`src/hw/rtl/skt_ram.sv`:
```
module skt_ram #(
  parameter int Width = 8,
  parameter int Depth = 16
) (
  input  logic                     clk,
  input  logic                     we,
  input  logic [$clog2(Depth)-1:0] waddr,
  input  logic [Width-1:0]         wdata,
  input  logic [$clog2(Depth)-1:0] raddr,
  output logic [Width-1:0]         rdata
);
  logic [Width-1:0] mem [Depth];

  always_ff @(posedge clk) begin
    if (we) begin
      mem[waddr] <= wdata;
    end
    rdata <= mem[raddr];
  end
endmodule
```
`config.mk`:
```
export PLATFORM = sky130hd
export DESIGN_NAME = skt_ram
export DESIGN_NICKNAME = d
export VERILOG_FILES = /design/src/hw/rtl/skt_ram.sv
export SDC_FILE = /design/constraint.sdc
export NUM_CORES = 1
export LEC_CHECK = 0
export BUFFER_PORTS_ARGS = -buffer_cell sky130_fd_sc_hd__buf_2
export CORE_MARGIN = 5
export CORE_UTILIZATION = 41
export CTS_BUF_LIST = sky130_fd_sc_hd__clkbuf_8
export CTS_CLUSTER_DIAMETER = 50
export DETAILED_ROUTE_END_ITERATION = 10
export SYNTH_ARGS = -nofsm -noshare
export SYNTH_HDL_FRONTEND = slang
export SYNTH_SLANG_ARGS = --single-unit
```
`constraint.sdc`:
```
create_clock -name clk -period 4.7 [get_ports clk]
set_input_delay 0.235 -clock clk [delete_from_list [all_inputs] [get_ports clk]]
set_output_delay 0.235 -clock clk [all_outputs]
set_load 0.1 [all_outputs]
```
==> metrics <==
Initial Util 41.3%; commonest cells after routing, fill and taps aside edfxtp_1, buf_2, mux4_2, clkbuf_8, a22oi_1; pin slew with the least headroom to its limit 1.23 ns; Nets 284; Critical Path AT 1.83 ns; Vias/cell 5.24; Clock transition at path regs 0.08 ns; Max Root-Sink Buffers 2; VDD IR-drop max 175 uV; setup ws final 2.91 ns; Distinct cells, synth 19; Antenna Nets Post-Route 0; final setup vio count 0; largest net degree at the start of global routing 33; initial antenna violation count 0; outcome complete, no violations; Iter 0 DRT Violations 132; n_diodes 0; Crit path required time 4.74 ns; LEAKAGE 1.93 nW; Avg WL per Cell 21.8 um; grt ovf 0; CTS HTree Levels 4; area of the core 12500 um2; Warnings, synthesis 0; clock root buffer clkbuf_8; Min Hold Slack 0.195 ns; pre-CTS WS 2.43 ns; die area 14900 um2; share of layout cells above drive strength 1 28.0%; GR peak layer met2; Worst path slowest cell nor3_1; Hold Buf Count CTS 0; DRC 0; Die Width 122 um; post-layout util 47.0%; kind of critical path in -> reg; Fmax 559 MHz; clk_lat worst skew 0.43 ns; synth-to-layout area growth 13.7%; Worst Hold Class in -> reg; commonest non-fill, non-tap cell in the layout edfxtp_1; Cell Area, Synth 5150 um2; Synth top area share 74.7%; Slew Viols, Final 0; Fin. Hold Viols 0; Avg Cell Area, Syn 22.5 um2; routing usage on met1 19.7%; DR vias 2363; met3 Use GR 4.83%; I/O Buffers 25; cell count after synthesis 229; CP peak stage delay 0.95 ns; Seq/Total Area, Yosys 77.8%; cells along the critical path buf_2 -> or3b_2 -> nor3_1; clock sinks 136; CTS tree done; crit end category register; number of post-CTS setup repair buffers 0; Global Route Usage Sum 14.5%; die height 122 um; num ports 26; Startpoint Class primary input; vias in the first global route 2491; routing usage on met2 22.1%; Slew headroom 17.5%; first-pass GRT wire length 15100 um; top cell type by total area after synthesis edfxtp_1; post-synth net total 247; PD cells 436 nW/um2; drt total wl 9830 um; Tmin final 1.79 ns; First-pass DRT Iterations 4; Final Wtd Congestion 0.710; cts repair resizes 0; crit path max fanout 8; setup_tns 0 ns; synth top area cells edfxtp_1, mux4_2, mux4_1; FP Rows 41; #FFs+latches synth 136; TritonCTS Buffers 17; RSZ-0062 raised after global routing no; Final period util 38.0%; dpl hpwl 6150 um; skew final 0.0103 ns; Max Cap Viol 0
[final timing paths]
check | from | end | slack [ns] | depth (start not counted)
worst max-delay path | waddr[2] | mem[0][3] | 2.91 | 3
worst min-delay path | wdata[0] | mem[1][0] | 0.20 | 1
worst max register to register | mem[1][0] | rdata[0] | 3.31 | 3
worst min register to register | mem[14][5] | rdata[5] | 0.68 | 3
[kinds of logic after synthesis]
family | after synthesis | synth area share (%)
flops | 136 | 77.8
simple gates | 35 | 3.18
mux | 32 | 15.0
compound gates | 16 | 2.33
buf+inv | 10 | 1.68
[synth_stat cells]
cell type        number
a22oi_1              16
and2_1                1
and2b_1               1
buf_2                 3
buf_4                 1
buf_6                 3
clkdlybuf4s25_2       3
dfxtp_1               8
edfxtp_1            128
mux4_1               14
mux4_2               18
nand2_1               9
nand2b_1              2
nand3_1               1
nand3b_1              2
nor2_1               13
nor2b_1               1
nor3_1                4
or3b_2                1
[area by class of cell]
cell class	count	area [um2]
Clock inverter	14	181
Clock buffer	18	248
Timing Repair Buffer	28	148
Fill cell	1045	6610
Multi-Input combinational cell	83	1060
Tap cell	172	215
Sequential cell	136	4000
[worst max-delay path: cells and delay by family]
kind                   cells  cell delay [ns]
and+or+nand+nor            2             1.47
buffers and inverters      1             0.11
[power by group]
group | internal [mW] | switching [mW] | leakage (nW)
clock network | 0.586 | 0.428 | 0.219
logic | 0.0486 | 0.127 | 0.486
registers | 1.35 | 0.00893 | 1.22
[state kept, by name, indices dropped and copies added, names as in the netlist]
name   count
rdata      8
mem      128
[through the flow]
stage          instance area (um2)  power, mW  cells
5_1_grt                       5850       2.64    451
3_3_place_gp                  5420       1.57    419
6_report                      5850       2.55    451
3_5_place_dp                  5420       1.57    419
2_1_floorplan                 5150       1.51    229
4_1_cts                       5850       2.57    451
[per-layer routing]
metal	up-vias	part of all wire (%)
met5	-	0
met4	0	1.0
met3	6	5.8
met2	62	49
met1	1246	44
li1	1049	-
No activity file was read; power rests on OpenSTA's default activity.
